## config.mk

```make
export PLATFORM = sky130hd
export DESIGN_NAME = wpsp_fifo
export DESIGN_NICKNAME = d
export VERILOG_FILES = /design/src/sv/wpsp_pkg.sv /design/src/sv/wpsp_fifo.sv
export SDC_FILE = /design/constraint.sdc
export NUM_CORES = 1
export LEC_CHECK = 0
export BUFFER_PORTS_ARGS = -buffer_cell sky130_fd_sc_hd__buf_2
export CORE_ASPECT_RATIO = 0.8
export CORE_MARGIN = 3
export CORE_UTILIZATION = 52
export CTS_BUF_LIST = sky130_fd_sc_hd__clkbuf_16
export CTS_CLUSTER_DIAMETER = 60
export DETAILED_ROUTE_END_ITERATION = 10
export GPL_ROUTABILITY_DRIVEN = 0
export HOLD_SLACK_MARGIN = 0.02
export PLACE_DENSITY = 0.89
export SETUP_SLACK_MARGIN = 0.3
export SLEW_MARGIN = 20
export SYNTH_ARGS = -nofsm -noshare
export SYNTH_HDL_FRONTEND = slang
export SYNTH_SLANG_ARGS = --single-unit
```

## constraint.sdc

```tcl
create_clock -name clk_i -period 10.8 [get_ports clk_i]
set_input_delay 2.16 -clock clk_i [delete_from_list [all_inputs] [get_ports clk_i]]
set_output_delay 2.16 -clock clk_i [all_outputs]
set_load 0.02 [all_outputs]
```

## src/sv/wpsp_pkg.sv

```systemverilog
// Package for the world point to screen projection block.
// Holds fixed-point widths, register indexes and shared types; no dependencies.
`default_nettype none
package wpsp_pkg;
  localparam int unsigned CoordW  = 32;
  localparam int unsigned PixW    = 24;
  localparam int unsigned ProdW   = 64;
  localparam int unsigned ClipW   = 66;
  localparam int unsigned RatioW  = 42;   // sign + 41 bit magnitude
  localparam int unsigned DivW    = 23 + 18; // quotient bits produced
  localparam int unsigned NumRegs = 8;
  localparam int unsigned AddrW   = 6;
  localparam logic [ClipW-1:0] WMinFixed = ClipW'(42950);
  localparam logic signed [PixW+1:0] PixMax = 26'sd8388607;
  localparam logic signed [PixW+1:0] PixMin = -26'sd8388608;

  typedef enum logic [2:0] {
    REG_ROW_X_01 = 3'd0, REG_ROW_X_23 = 3'd1, REG_ROW_Y_01 = 3'd2, REG_ROW_Y_23 = 3'd3,
    REG_ROW_W_01 = 3'd4, REG_ROW_W_23 = 3'd5, REG_ORIGIN = 3'd6, REG_EXTENT = 3'd7
  } reg_idx_e;

  typedef struct packed {
    logic signed [CoordW-1:0] world_x;
    logic signed [CoordW-1:0] world_y;
    logic signed [CoordW-1:0] world_z;
  } point_t;

  typedef struct packed {
    logic               in_front;
    logic signed [PixW-1:0] pixel_x;
    logic signed [PixW-1:0] pixel_y;
  } pixel_t;

  // front end to back end: clip values
  typedef struct packed {
    logic                     in_front;
    logic signed [ClipW-1:0]  clip_x;
    logic signed [ClipW-1:0]  clip_y;
    logic signed [ClipW-1:0]  clip_w;
  } clip_t;
endpackage
`default_nettype wire

```

## src/sv/wpsp_fifo.sv

```systemverilog
// Short two-entry queue between front and back end.
// Depends on wpsp_pkg.
`default_nettype none
module wpsp_fifo (
  input  wire logic            clk_i,
  input  wire logic            rst_ni,
  input  wire logic            valid_i,
  output logic                 ready_o,
  input  wire wpsp_pkg::clip_t data_i,
  output logic                 valid_o,
  input  wire logic            ready_i,
  output wpsp_pkg::clip_t      data_o
);
  import wpsp_pkg::*;
  clip_t mem_q [2];
  logic       wp_q, rp_q;
  logic [1:0] cnt_q;
  logic       push, pop;
  assign ready_o = cnt_q != 2'd2;
  assign valid_o = cnt_q != 2'd0;
  assign push = valid_i && ready_o;
  assign pop  = valid_o && ready_i;
  assign data_o = mem_q[rp_q];
  always_ff @(posedge clk_i or negedge rst_ni) begin
    if (!rst_ni) begin
      wp_q <= 1'b0; rp_q <= 1'b0; cnt_q <= 2'd0;
    end else begin
      if (push) wp_q <= !wp_q;
      if (pop) rp_q <= !rp_q;
      cnt_q <= cnt_q + 2'(push) - 2'(pop);
    end
  end
  always_ff @(posedge clk_i) begin
    if (push) mem_q[wp_q] <= data_i;
  end
endmodule
`default_nettype wire

```

==> load_flow_metrics.sql, run 1 <==
INSERT INTO impl_metrics (metric_group, metric, value, unit) VALUES
('route', 'drc', '0', ''),
('synthesis', 'ys_dominant_reg_cell', 'edfxtp_1', ''),
('floorplan', 'effective_utilization_at_floorplan', '0.5332', ''),
('route', 'drt.antenna.violating_nets', '0', ''),
('final_layout', 'layout-area-overhead-vs-synth', '23.86', '%'),
('clock_tree', 'cts_made_buffers', '39', ''),
('setup_path', 'r2r_setup_slack', '7650', 'ps'),
('synthesis', 'yosys_top_cell_by_area', 'edfxtp_1', ''),
('setup_path', 'critPathLaunchType', 'flip-flop', ''),
('floorplan', 'dieArea', '30260', 'sq um'),
('synthesis', 'synth_warnings', '0', ''),
('setup_path', 'reg2reg_depth', '5', ''),
('route', 'vias', '7669', ''),
('clock_tree', 'clkTransAtPathRegs', '60', 'ps'),
('synthesis', 'synth_top_family_by_area', 'multiplexers', ''),
('setup_path', 'timing.critical_path.cells', 'buf_4, mux2_2, buf_2', ''),
('sta', 'grt_setup_unrepaired', 'no', ''),
('synthesis', 'syn_area_per_cell', '22.87', 'sq um'),
('synthesis', 'synth_area_leaders', 'edfxtp_1 82%, mux2_2 15%, buf_6 1.7%, dfrtp_1 0.68%, xnor2_1 0.18%', ''),
('floorplan', 'pin_count', '404', ''),
('hold_path', 'hold_start', 'wp_q', ''),
('outcome', 'outcome', 'complete, no violations', ''),
('synthesis', 'synth_simple_gate_area_share', '0.004096', ''),
('pwr', 'leakagePower', '6.818', 'nW'),
('sta', 'layout_worst_path_cycle_share', '0.4822', ''),
('global_route', 'grt_max_degree', '77', ''),
('sta', 'max_slew.worst_pin.slew', '1055', 'ps'),
('floorplan', 'die_y', '156.2', 'microns'),
('global_route', 'grt_antenna_before_repair', '5', ''),
('setup_path', 'timing.critical_path.required', '8640', 'ps'),
('synthesis', 'synthCells', '641', ''),
('clock_tree', 'cts.hold.buffers_added', '0', ''),
('clock_tree', 'number_of_h_tree_branching_levels', '2', ''),
('setup_path', 'timing.critical_path.arrival', '3050', 'ps'),
('flow_run', 'max_cap_violations', '0', ''),
('synthesis', 'synth_enable_flop_cells', '398', ''),
('sta', 'maxClockFrequency', '192.0', 'MHz'),
('synthesis', 'synthesis.area', '14660', 'sq um'),
('sta', 'setup_total_negative_slack', '0', 'ps'),
('setup_path', 'worst_setup_path_end_kind', 'primary output', ''),
('clock_tree', 'tritoncts', 'done', ''),
('route', 'firstDrtPassIters', '4', ''),
('synthesis', 'multiplexer_fraction_of_the_synthesized_cell_area', '0.1528', ''),
('hold_path', 'timing.hold.worst.class', 'flip-flop to flip-flop', ''),
('synthesis', 'synth_sequential_area_ratio', '0.8219', ''),
('route', 'wl_per_cell', '21.18', 'microns'),
('pwr', 'power.ir.vdd_worst', '0.2330', 'mV'),
('synthesis', 'yosys.area_share.xor_xnor', '0.001792', ''),
('setup_path', 'crit_type', 'flip-flop to primary output', ''),
('synthesis', 'synth-seq-cells', '402', ''),
('route', 'wl', '31070', 'microns'),
('route', 'avgViaCountPerCell', '5.228', ''),
('clock_tree', 'postCtsSetupRepairBufs', '0', ''),
('setup_path', 'critical_path_peak_fanout', '76', ''),
('sta', 'slew-limit-headroom', '0.2968', ''),
('placement', 'port_buffers', '403', ''),
('sta', 'final_period_minus_worst_setup_slack', '5208', 'ps'),
('placement', 'dp_hpwl', '21140', 'microns'),
('hold_path', 'hold_depth', '1', ''),
('sta', 'hold_ws', '580.7', 'ps'),
('synthesis', 'netlist-cell-type-count', '17', ''),
('synthesis', 'netlist_top_cells_count', '398 x edfxtp_1, 199 x mux2_2, 22 x buf_6', ''),
('global_route', 'grt_pass1_wl', '46510', 'microns'),
('floorplan', 'area_inside_the_core_boundary', '27500', 'sq um'),
('clock_tree', 'ctsResizeCount', '0', ''),
('global_route', 'vias_in_the_first_global_route', '8063', ''),
('final_layout', 'layout.nets', '1274', ''),
('global_route', 'grt.overflow.total', '0', ''),
('synthesis', 'yosys.area_share.adder', '0.0008533', ''),
('clock_tree', 'ctsRootBufferMaster', 'clkbuf_16', ''),
('route', 'first_iter_violations', '546', '');
[area by class of cell]
class / instances / area, sq um
tap: 364 / 455.4
multi-input combinational: 217 / 2375
clock buffer: 39 / 975.9
antenna: 2 / 5.005
fill: 1780 / 9338
clock inverter: 33 / 225.2
sequential: 402 / 12060
timing repair buffer: 410 / 2069
[how the worst max path moves through the flow]
stage | slack, ps | startpoint | cells past startpoint | endpoint
after global placement | 5960 | valid_i | 5 | mem_q[0][96]
after detailed placement | 5930 | valid_i | 5 | mem_q[0][96]
after CTS | 5570 | rp_q | 3 | data_o[131]
final | 5590 | rp_q | 3 | data_o[131]
after global routing | 5440 | rp_q | 3 | data_o[131]
after floorplan | 2920 | valid_i | 2 | mem_q[0][0]
[report_power, final]
| group | leakage [nW] | internal [mW] | switching (mW) |
|---|---|---|---|
| registers | 3.75 | 2.14 | 0.124 |
| clock network | 0.623 | 0.711 | 0.547 |
| logic | 2.45 | 0.629 | 1.04 |
[layout by cell type (no fill, tap or decap)]
master and instances:
dfrtp_1 3, buf_4 7, ha_1 1, nor2_1 2, xnor2_1 3, o21ba_2 1
edfxtp_1 398, clkbuf_16 39, inv_1 8, inv_6 3, clkinv_1 11, clkinv_8 2
dfrtp_4 1, o21ai_0 1, nor2b_1 1, nand2b_1 1, diode_2 2, nor4bb_1 1
nor2_4 1, a311oi_1 1, clkinv_2 7, bufinv_16 2, buf_2 403, or2_2 1
mux2_2 199, and3_4 1, nand2_1 2, nand3_1 1
[per-layer routing]
metal	GRT usage	vias up	routed length (microns)
met1	0.2471	3734	11270
met3	0.07275	71	3399
met4	0.07229	6	983
li1	-	3441	-
met5	0	-	35
met2	0.3338	417	15370
[critical path: cells and delay by family (launching register included)]
kind	cells	cell delay, ps
buffers and inverters	2	1020
DFF	1	950
muxes	1	440
[sequential cells by signal, summed over array words and instances (netlist names)]
| name | flops |
|---|---|
| mem_q | 398 |
| rp_q | 1 |
| cnt_q | 2 |
| wp_q | 1 |
[logic make-up after synthesis]
family / count (synthesis)
buffers and inverters: 22
xor gates and xnor gates: 3
and+or+nand+nor: 11
adders and majority gates: 1
DFF: 402
AOI/OAI and AO/OA: 3
muxes: 199
[through the flow]
step / instances / instance area, sq um / worst slack [ps] / power, mW
floorplan: 641 / 14670 / 2917 / 3.500
global placement: 1393 / 16960 / 5963 / 3.914
detailed placement: 1393 / 16960 / 5930 / 3.961
CTS: 1465 / 18160 / 5571 / 5.237
global route: 1466 / 18160 / 5439 / 5.414
finish: 1467 / 18160 / 5592 / 5.185
No activity file was read; power rests on OpenSTA's default activity.
==> run 2: changes to the inputs <==
--- a/config.mk
+++ b/config.mk
@@ -5,16 +5,17 @@
 export SDC_FILE = /design/constraint.sdc
 export NUM_CORES = 1
 export LEC_CHECK = 0
+export ABC_AREA = 1
 export BUFFER_PORTS_ARGS = -buffer_cell sky130_fd_sc_hd__buf_2
 export CORE_ASPECT_RATIO = 0.8
 export CORE_MARGIN = 3
-export CORE_UTILIZATION = 52
+export CORE_UTILIZATION = 47
 export CTS_BUF_LIST = sky130_fd_sc_hd__clkbuf_16
 export CTS_CLUSTER_DIAMETER = 60
 export DETAILED_ROUTE_END_ITERATION = 10
 export GPL_ROUTABILITY_DRIVEN = 0
 export HOLD_SLACK_MARGIN = 0.02
-export PLACE_DENSITY = 0.89
+export PLACE_DENSITY = 0.86
 export SETUP_SLACK_MARGIN = 0.3
 export SLEW_MARGIN = 20
 export SYNTH_ARGS = -nofsm -noshare
==> constraint.sdc (replaced) <==
create_clock -name clk_i -period 4.25 [get_ports clk_i]
set_input_delay 0.85 -clock clk_i [delete_from_list [all_inputs] [get_ports clk_i]]
set_output_delay 0.85 -clock clk_i [all_outputs]
set_load 0.02 [all_outputs]
==> run 2 against run 1 <==
Cell count up 31%. Wire length grew 16%. Flip-flop and latch count unchanged. Global-route usage grew 0.61 points. Clock skew is 8.6 ps lower. Critical path depth rose by 1. Core utilization decreased by 5.8 points. Sequential power grew 150%. Die area grew 11%.
==> load_flow_metrics.sql, run 2 <==
INSERT INTO impl_metrics (metric_group, metric, value, unit) VALUES
('outcome', 'outcome', 'complete, no violations', ''),
('clock_tree', 'ctsRootBufferMaster', 'clkbuf_16', ''),
('sta', 'setup_slack', '999.7', 'ps'),
('synthesis', 'syn_area_per_cell', '13.74', 'sq um'),
('global_route', 'grt_pass1_wl', '53450', 'microns'),
('clock_tree', 'postCtsSetupRepairBufs', '0', ''),
('global_route', 'groute.usage.overall', '0.2070', ''),
('sta', 'hold_ws', '138.5', 'ps'),
('route', 'vias', '9656', ''),
('synthesis', 'synth_area_leaders', 'edfxtp_1 81%, nand2_1 15%, buf_2 0.99%, buf_6 0.84%, dfrtp_1 0.68%', ''),
('synthesis', 'yosys_top_cell_by_area', 'edfxtp_1', ''),
('sta', 'layout_worst_path_cycle_share', '0.7648', ''),
('synthesis', 'count_leader_synth', 'nand2_1', ''),
('clock_tree', 'cts.sinks', '402', ''),
('floorplan', 'effective_utilization_at_floorplan', '0.4810', ''),
('route', 'wl', '35960', 'microns'),
('floorplan', 'rows', '57', ''),
('synthesis', 'synth_enable_flop_cells', '398', ''),
('setup_path', 'critPathSlowestCell', 'buf_12', ''),
('sta', 'maxClockFrequency', '307.7', 'MHz'),
('hold_path', 'timing.hold.worst.class', 'input port to async pin', ''),
('clock_tree', 'cts.path.max_buffers', '3', ''),
('synthesis', 'synthCells', '1071', ''),
('floorplan', 'area_inside_the_core_boundary', '30600', 'sq um'),
('synthesis', 'synth_sequential_area_ratio', '0.8190', ''),
('clock_tree', 'clkLatencyLatePin', '510', 'ps'),
('placement', 'placedCellCount', '1853', ''),
('setup_path', 'critical_path_peak_fanout', '199', ''),
('floorplan', 'dieArea', '33480', 'sq um'),
('global_route', 'grt.overflow.total', '0', ''),
('final_layout', 'largest_reg_flops', '398', ''),
('final_layout', 'commonest_non_fill_non_tap_cell_in_the_layout', 'nand2_1', ''),
('clock_tree', 'cts_made_buffers', '39', ''),
('global_route', 'grt_antenna_before_repair', '8', ''),
('pwr', 'finalPower', '14.00', 'mW'),
('clock_tree', 'ctsResizeCount', '0', ''),
('setup_path', 'crit_type', 'flip-flop to primary output', ''),
('setup_path', 'timing.critical_path.mode_cell', 'nand2_1', ''),
('floorplan', 'die_y', '164.3', 'microns'),
('route', 'wl_per_cell', '18.66', 'microns'),
('sta', 'slew-limit-headroom', '0.2162', ''),
('synthesis', 'netlist_top_cells_count', '606 x nand2_1, 398 x edfxtp_1, 29 x buf_2', ''),
('sta', 'max_slew.worst_pin.slew', '1176', 'ps'),
('sta', 'hold_violations', '0', ''),
('sta', 'finalSetupViolCount', '0', ''),
('sta', 'final_period_minus_worst_setup_slack', '3250', 'ps'),
('route', 'drc', '0', ''),
('setup_path', 'critPathLaunchType', 'flip-flop', ''),
('final_layout', 'layout.nets', '1685', ''),
('synthesis', 'post_syn_nets', '1275', ''),
('placement', 'dp_worst_setup_slack', '1679', 'ps'),
('pwr', 'leakagePower', '7.922', 'nW'),
('sta', 'grt_setup_unrepaired', 'no', ''),
('final_layout', 'regMostFlops', 'mem_q', ''),
('placement', 'port_buffers', '403', ''),
('final_layout', 'final_cell_count_no_fill', '1927', ''),
('synthesis', 'synth-seq-cells', '402', ''),
('route', 'avgViaCountPerCell', '5.011', ''),
('synthesis', 'ys_dominant_reg_cell', 'edfxtp_1', ''),
('synthesis', 'synth-async-reset-ratio', '0.009950', ''),
('final_layout', 'post_route_cells_drive_above_1_share', '0.3126', ''),
('synthesis', 'synthesis.area', '14720', 'sq um'),
('clock_tree', 'clkTransAtPathRegs', '60', 'ps'),
('final_layout', 'most-common-layout-cells', '605 x nand2_1, 403 x buf_2, 398 x edfxtp_1', ''),
('setup_path', 'crit_path_max_incr_delay', '470', 'ps'),
('clock_tree', 'tritoncts', 'done', ''),
('sta', 'number_of_max_slew_violations_in_the_final_report', '0', ''),
('setup_path', 'timing.critical_path.cells', 'buf_12, nand2_1, nand2_1, buf_2', ''),
('setup_path', 'timing.critical_path.arrival', '2400', 'ps'),
('synthesis', 'synth_warnings', '0', ''),
('setup_path', 'timing.critical_path.required', '3400', 'ps'),
('route', 'drt.antenna.violating_nets', '0', ''),
('pwr', 'power_density', '760.4', 'nW/um^2'),
('flow_run', 'max_cap_violations', '0', ''),
('floorplan', 'die_w', '203.8', 'microns'),
('clock_tree', 'cts.hold.buffers_added', '0', ''),
('final_layout', 'finalCoreUtilization', '0.6020', ''),
('setup_path', 'worst_setup_path_end_kind', 'primary output', ''),
('synthesis', 'synth_top_area_frac', '0.8122', ''),
('final_layout', 'largest_registers', 'mem_q x398, cnt_q x2', ''),
('clock_tree', 'number_of_h_tree_branching_levels', '2', ''),
('global_route', 'vias_in_the_first_global_route', '9575', ''),
('synthesis', 'netlist-cell-type-count', '13', ''),
('final_layout', 'layout-area-overhead-vs-synth', '25.16', '%'),
('pwr', 'power.ir.vdd_worst', '0.5896', 'mV'),
('route', 'first_iter_violations', '842', ''),
('floorplan', 'pin_count', '404', ''),
('global_route', 'grt_max_degree', '200', ''),
('placement', 'dp_hpwl', '23130', 'microns'),
('sta', 'fin_skew', '14.79', 'ps'),
('route', 'firstDrtPassIters', '5', '');
==> run 2: cell count changes in the layout (fill, tap and decap cells not counted), sizes merged, moves of 3 or more <==
cell / delta
buf: +3
mux2: -199
nand2: +604
xnor2: -3
==> run 2: cells by family after synthesis <==
| group | after synthesis | synth area share |
|---|---|---|
| XOR/XNOR | 1 | 0.0005953 |
| buffers and inverters | 52 | 0.02236 |
| AND/OR/NAND/NOR | 613 | 0.1565 |
| adder cells (fa/ha/maj) | 1 | 0.0008501 |
| AO/OA/AOI/OAI | 2 | 0.0006796 |
| flip-flops | 402 | 0.8190 |
==> run 2: critical path: cells and delay by family (launching register included) <==
family | cells | cell delay [ps]
buffers and inverters | 2 | 660
DFF | 1 | 450
and+or+nand+nor | 2 | 340
==> run 2: final timing paths <==
check	startpoint	to	slack, ps	depth (start not counted)
max reg2reg	cnt_q[0]	mem_q[1][151]	2090	5
min reg2reg	wp_q	wp_q	580	2
max	rp_q	data_o[63]	1000	4
max in group asynchronous	rst_ni	rp_q	3960	1
min	rst_ni	cnt_q[0]	140	1
min in group clk_i	data_i[19]	mem_q[1][19]	520	1
==> run 2: final cells by class <==
cell class / instances / area (sq um)
fill: 2216 / 12180
sequential: 402 / 12060
multi-input combinational: 617 / 2366
timing repair buffer: 413 / 2192
clock buffer: 41 / 1026
tap: 413 / 516.7
clock inverter: 29 / 216.5
inverter: 8 / 35.03
antenna: 4 / 10.01
==> run 2: layer usage <==
metal,global-route usage,wire length (microns),share of wire,vias to the layer above
met1,0.2447,12870,0.36,4597
met5,0,67,0.0019,-
li1,-,-,-,4443
met2,0.3674,18290,0.51,551
met3,0.07291,4159,0.12,55
met4,0.04722,572,0.016,10
==> run 2: report_power, final <==
part	internal, mW	switching [mW]
sequential	5.41	0.219
combinational	1.34	3.70
clock	1.93	1.40
total	8.68	5.32
==> run 2: per-stage QoR <==
| stage | cell area, sq um | setup TNS [ps] |
|---|---|---|
| global placement | 17170 | 0 |
| detailed placement | 17170 | 0 |
| floorplan | 14750 | -21400 |
| global route | 18410 | 0 |
| CTS | 18410 | 0 |
| finish | 18420 | 0 |
==> run 3: changes to the inputs <==
--- a/config.mk
+++ b/config.mk
@@ -9,13 +9,13 @@
 export BUFFER_PORTS_ARGS = -buffer_cell sky130_fd_sc_hd__buf_2
 export CORE_ASPECT_RATIO = 0.8
 export CORE_MARGIN = 3
-export CORE_UTILIZATION = 47
+export CORE_UTILIZATION = 52
 export CTS_BUF_LIST = sky130_fd_sc_hd__clkbuf_16
 export CTS_CLUSTER_DIAMETER = 60
 export DETAILED_ROUTE_END_ITERATION = 10
 export GPL_ROUTABILITY_DRIVEN = 0
 export HOLD_SLACK_MARGIN = 0.02
-export PLACE_DENSITY = 0.86
+export PLACE_DENSITY = 0.89
 export SETUP_SLACK_MARGIN = 0.3
 export SLEW_MARGIN = 20
 export SYNTH_ARGS = -nofsm -noshare
==> constraint.sdc (replaced) <==
create_clock -name clk_i -period 3 [get_ports clk_i]
set_input_delay 0.6 -clock clk_i [delete_from_list [all_inputs] [get_ports clk_i]]
set_output_delay 0.6 -clock clk_i [all_outputs]
set_load 0.02 [all_outputs]
==> run 3 against run 2 <==
Global-route usage up 2.9 points. Sequential share of layout area unchanged. Cell count down 2.1%. Clock skew down 8.0 ps. Clock power up 29%. Die area down 9.3%. Sequential power up 42%. Total power up 41%.
==> load_flow_metrics.sql, run 3 (synthesized netlist as in run 2, its figures left out) <==
INSERT INTO impl_metrics (metric_group, metric, value, unit) VALUES
('floorplan', 'pin_count', '404', ''),
('final_layout', 'layout-area-overhead-vs-synth', '25.16', '%'),
('pwr', 'total_switching_power', '7.698', 'mW'),
('route', 'avgViaCountPerCell', '5.232', ''),
('setup_path', 'critPathSlowestCell', 'dfrtp_4', ''),
('route', 'drc', '0', ''),
('pwr', 'comb_power_share', '0.379', ''),
('sta', 'maxClockFrequency', '377.3', 'MHz'),
('clock_tree', 'tritoncts', 'done', ''),
('sta', 'setup_total_negative_slack', '0', 'ps'),
('setup_path', 'timing.critical_path.required', '2400', 'ps'),
('final_layout', 'largest_reg_flops', '398', ''),
('setup_path', 'timing.critical_path.mode_cell', 'nand2_1', ''),
('floorplan', 'area_inside_the_core_boundary', '27570', 'sq um'),
('clock_tree', 'ctsRootBufferMaster', 'clkbuf_16', ''),
('outcome', 'outcome', 'complete, no violations', ''),
('pwr', 'power_density', '1075', 'nW/um^2'),
('global_route', 'grt_max_degree', '131', ''),
('placement', 'dp_hpwl', '23580', 'microns'),
('sta', 'max_slew.worst_pin.slew', '860.5', 'ps'),
('setup_path', 'worst_setup_path_end_kind', 'primary output', ''),
('route', 'firstDrtPassIters', '5', ''),
('clock_tree', 'cts.path.max_buffers', '3', ''),
('final_layout', 'post_route_cells_drive_above_1_share', '0.3138', ''),
('pwr', 'leakagePower', '7.991', 'nW'),
('pwr', 'share_seq_of_total_power', '0.405', ''),
('floorplan', 'die_w', '194.1', 'microns'),
('route', 'wl', '37800', 'microns'),
('floorplan', 'effective_utilization_at_floorplan', '0.5338', ''),
('route', 'vias', '9873', ''),
('sta', 'slew-limit-headroom', '0.4264', ''),
('clock_tree', 'cts.sinks', '402', ''),
('final_layout', 'most-common-layout-cells', '604 x nand2_1, 403 x buf_2, 398 x edfxtp_1', ''),
('global_route', 'grt.overflow.total', '0', ''),
('setup_path', 'timing.critical_path.arrival', '2050', 'ps'),
('sta', 'hold_violations', '0', ''),
('final_layout', 'largest_registers', 'mem_q x398, cnt_q x2', ''),
('route', 'wl_per_cell', '20.03', 'microns'),
('pwr', 'power.internal', '12.09', 'mW'),
('placement', 'port_buffers', '403', ''),
('route', 'drt.antenna.violating_nets', '0', ''),
('setup_path', 'critical_path_peak_fanout', '98', ''),
('sta', 'layout_worst_path_cycle_share', '0.8834', ''),
('pwr', 'p_sw_frac', '0.3890', ''),
('pwr', 'power_frac_clock', '0.216', ''),
('final_layout', 'n_fill_cell', '1798', ''),
('hold_path', 'timing.hold.worst.class', 'input port to flip-flop', ''),
('global_route', 'grt_pass1_wl', '55560', 'microns'),
('global_route', 'groute.usage.overall', '0.2363', ''),
('clock_tree', 'postCtsSetupRepairBufs', '0', ''),
('setup_path', 'critPathLaunchType', 'flip-flop', ''),
('final_layout', 'final_cell_count_no_fill', '1887', ''),
('final_layout', 'commonest_non_fill_non_tap_cell_in_the_layout', 'nand2_1', ''),
('clock_tree', 'clkLatencyLatePin', '510', 'ps'),
('clock_tree', 'cts_made_buffers', '37', ''),
('final_layout', 'layout.nets', '1696', ''),
('setup_path', 'crit_path_max_incr_delay', '510', 'ps'),
('pwr', 'power.ir.vdd_worst', '0.7185', 'mV'),
('sta', 'final_period_minus_worst_setup_slack', '2650', 'ps'),
('sta', 'grt_setup_unrepaired', 'yes', ''),
('setup_path', 'crit_type', 'flip-flop to primary output', ''),
('global_route', 'vias_in_the_first_global_route', '10040', ''),
('floorplan', 'die_y', '156.5', 'microns'),
('route', 'first_iter_violations', '772', ''),
('flow_run', 'max_cap_violations', '0', ''),
('setup_path', 'cpLargestDelayFamily', 'buffers and inverters', ''),
('placement', 'placedCellCount', '1814', ''),
('setup_path', 'timing.critical_path.cells', 'bufbuf_16, nand2_1, nand2_1, buf_2', ''),
('sta', 'finalSetupViolCount', '0', ''),
('setup_path', 'bufs_and_invs_on_worst_path', '2', ''),
('clock_tree', 'number_of_h_tree_branching_levels', '2', ''),
('final_layout', 'regMostFlops', 'mem_q', ''),
('global_route', 'grt_antenna_before_repair', '10', ''),
('sta', 'number_of_max_slew_violations_in_the_final_report', '0', ''),
('clock_tree', 'clkTransAtPathRegs', '60', 'ps'),
('floorplan', 'rows', '54', ''),
('floorplan', 'dieArea', '30370', 'sq um'),
('sta', 'fin_skew', '6.779', 'ps');
[run 3: changes by cell type in the layout (fill, tap and decap cells not counted), moves of 2 or more]
cell and change:
clkinv_2 -2, bufinv_16 -2, clkbuf_16 -3, inv_1 +8
buf_12 +2, buf_16 +2, buf_4 +5, clkinv_1 -3
[run 3: path summary, 6_finish.rpt]
| kind | startpoint | end | slack, ps | depth (start not counted) |
|---|---|---|---|---|
| min reg2reg | cnt_q[0] | cnt_q[0] | 580 | 1 |
| min | data_i[152] | mem_q[0][152] | 270 | 1 |
| max in group asynchronous | rst_ni | rp_q | 2380 | 2 |
| max | rp_q | data_o[49] | 350 | 4 |
| min in group asynchronous | rst_ni | wp_q | 470 | 2 |
| max reg2reg | cnt_q[0] | mem_q[0][34] | 1090 | 5 |
[run 3: routing by layer]
metal | GRT usage | wire (microns)
met1 | 0.2848 | 13200
met4 | 0.06835 | 881
met5 | 0 | 95
met2 | 0.4201 | 19230
met3 | 0.06909 | 4397
[run 3: layout make-up]
cell class / instances / area [sq um] / area share
multi-input combinational: 617 / 2374 / 0.1289
sequential: 402 / 12060 / 0.6545
clock buffer: 37 / 925.9 / 0.05027
tap: 364 / 455.4 / 0.02473
antenna: 3 / 7.507 / 0.0004076
clock inverter: 30 / 158.9 / 0.008628
timing repair buffer: 426 / 2404 / 0.1305
inverter: 8 / 37.54 / 0.002038
[run 3: power by group through the flow]
stage	clock network (mW)	registers, mW	logic (mW)
floorplan	0	8.11	4.63
global placement	0	8.01	7.05
detailed placement	0	8.10	7.19
CTS	4.34	8.01	7.41
global route	4.57	8.10	8.02
finish	4.28	8.01	7.50
[run 3: worst register-to-register path, cell delays in order, from the launching register on]
cell,delay (ps)
dfrtp_1,390
inv_1,90
nand2_4,100
nand2_8,70
nor2_4,160
buf_12,490
[run 3: repair_timing]
item                                    in CTS  in global routing
endpoints found under the hold margin        4                  0
endpoints found under the setup margin      46                 69
cloned                                       1                  1
hold buffers                                 1                  0
resized for setup                            2                  2
[run 3: through the flow]
| step | total power, mW | util | instance area, sq um | hold slack, ps | setup slack (ps) |
|---|---|---|---|---|---|
| floorplan | 12.74 | - | 14750 | 304.4 | -1034 |
| global placement | 15.06 | 0.6253 | 17240 | 415.3 | 845.8 |
| detailed placement | 15.29 | 0.6253 | 17240 | 422.5 | 799.8 |
| CTS | 19.77 | 0.6665 | 18370 | 245.1 | 272.4 |
| global route | 20.69 | 0.6680 | 18420 | 251.4 | 253.4 |
| finish | 19.79 | 0.6681 | 18420 | 274.7 | 349.8 |
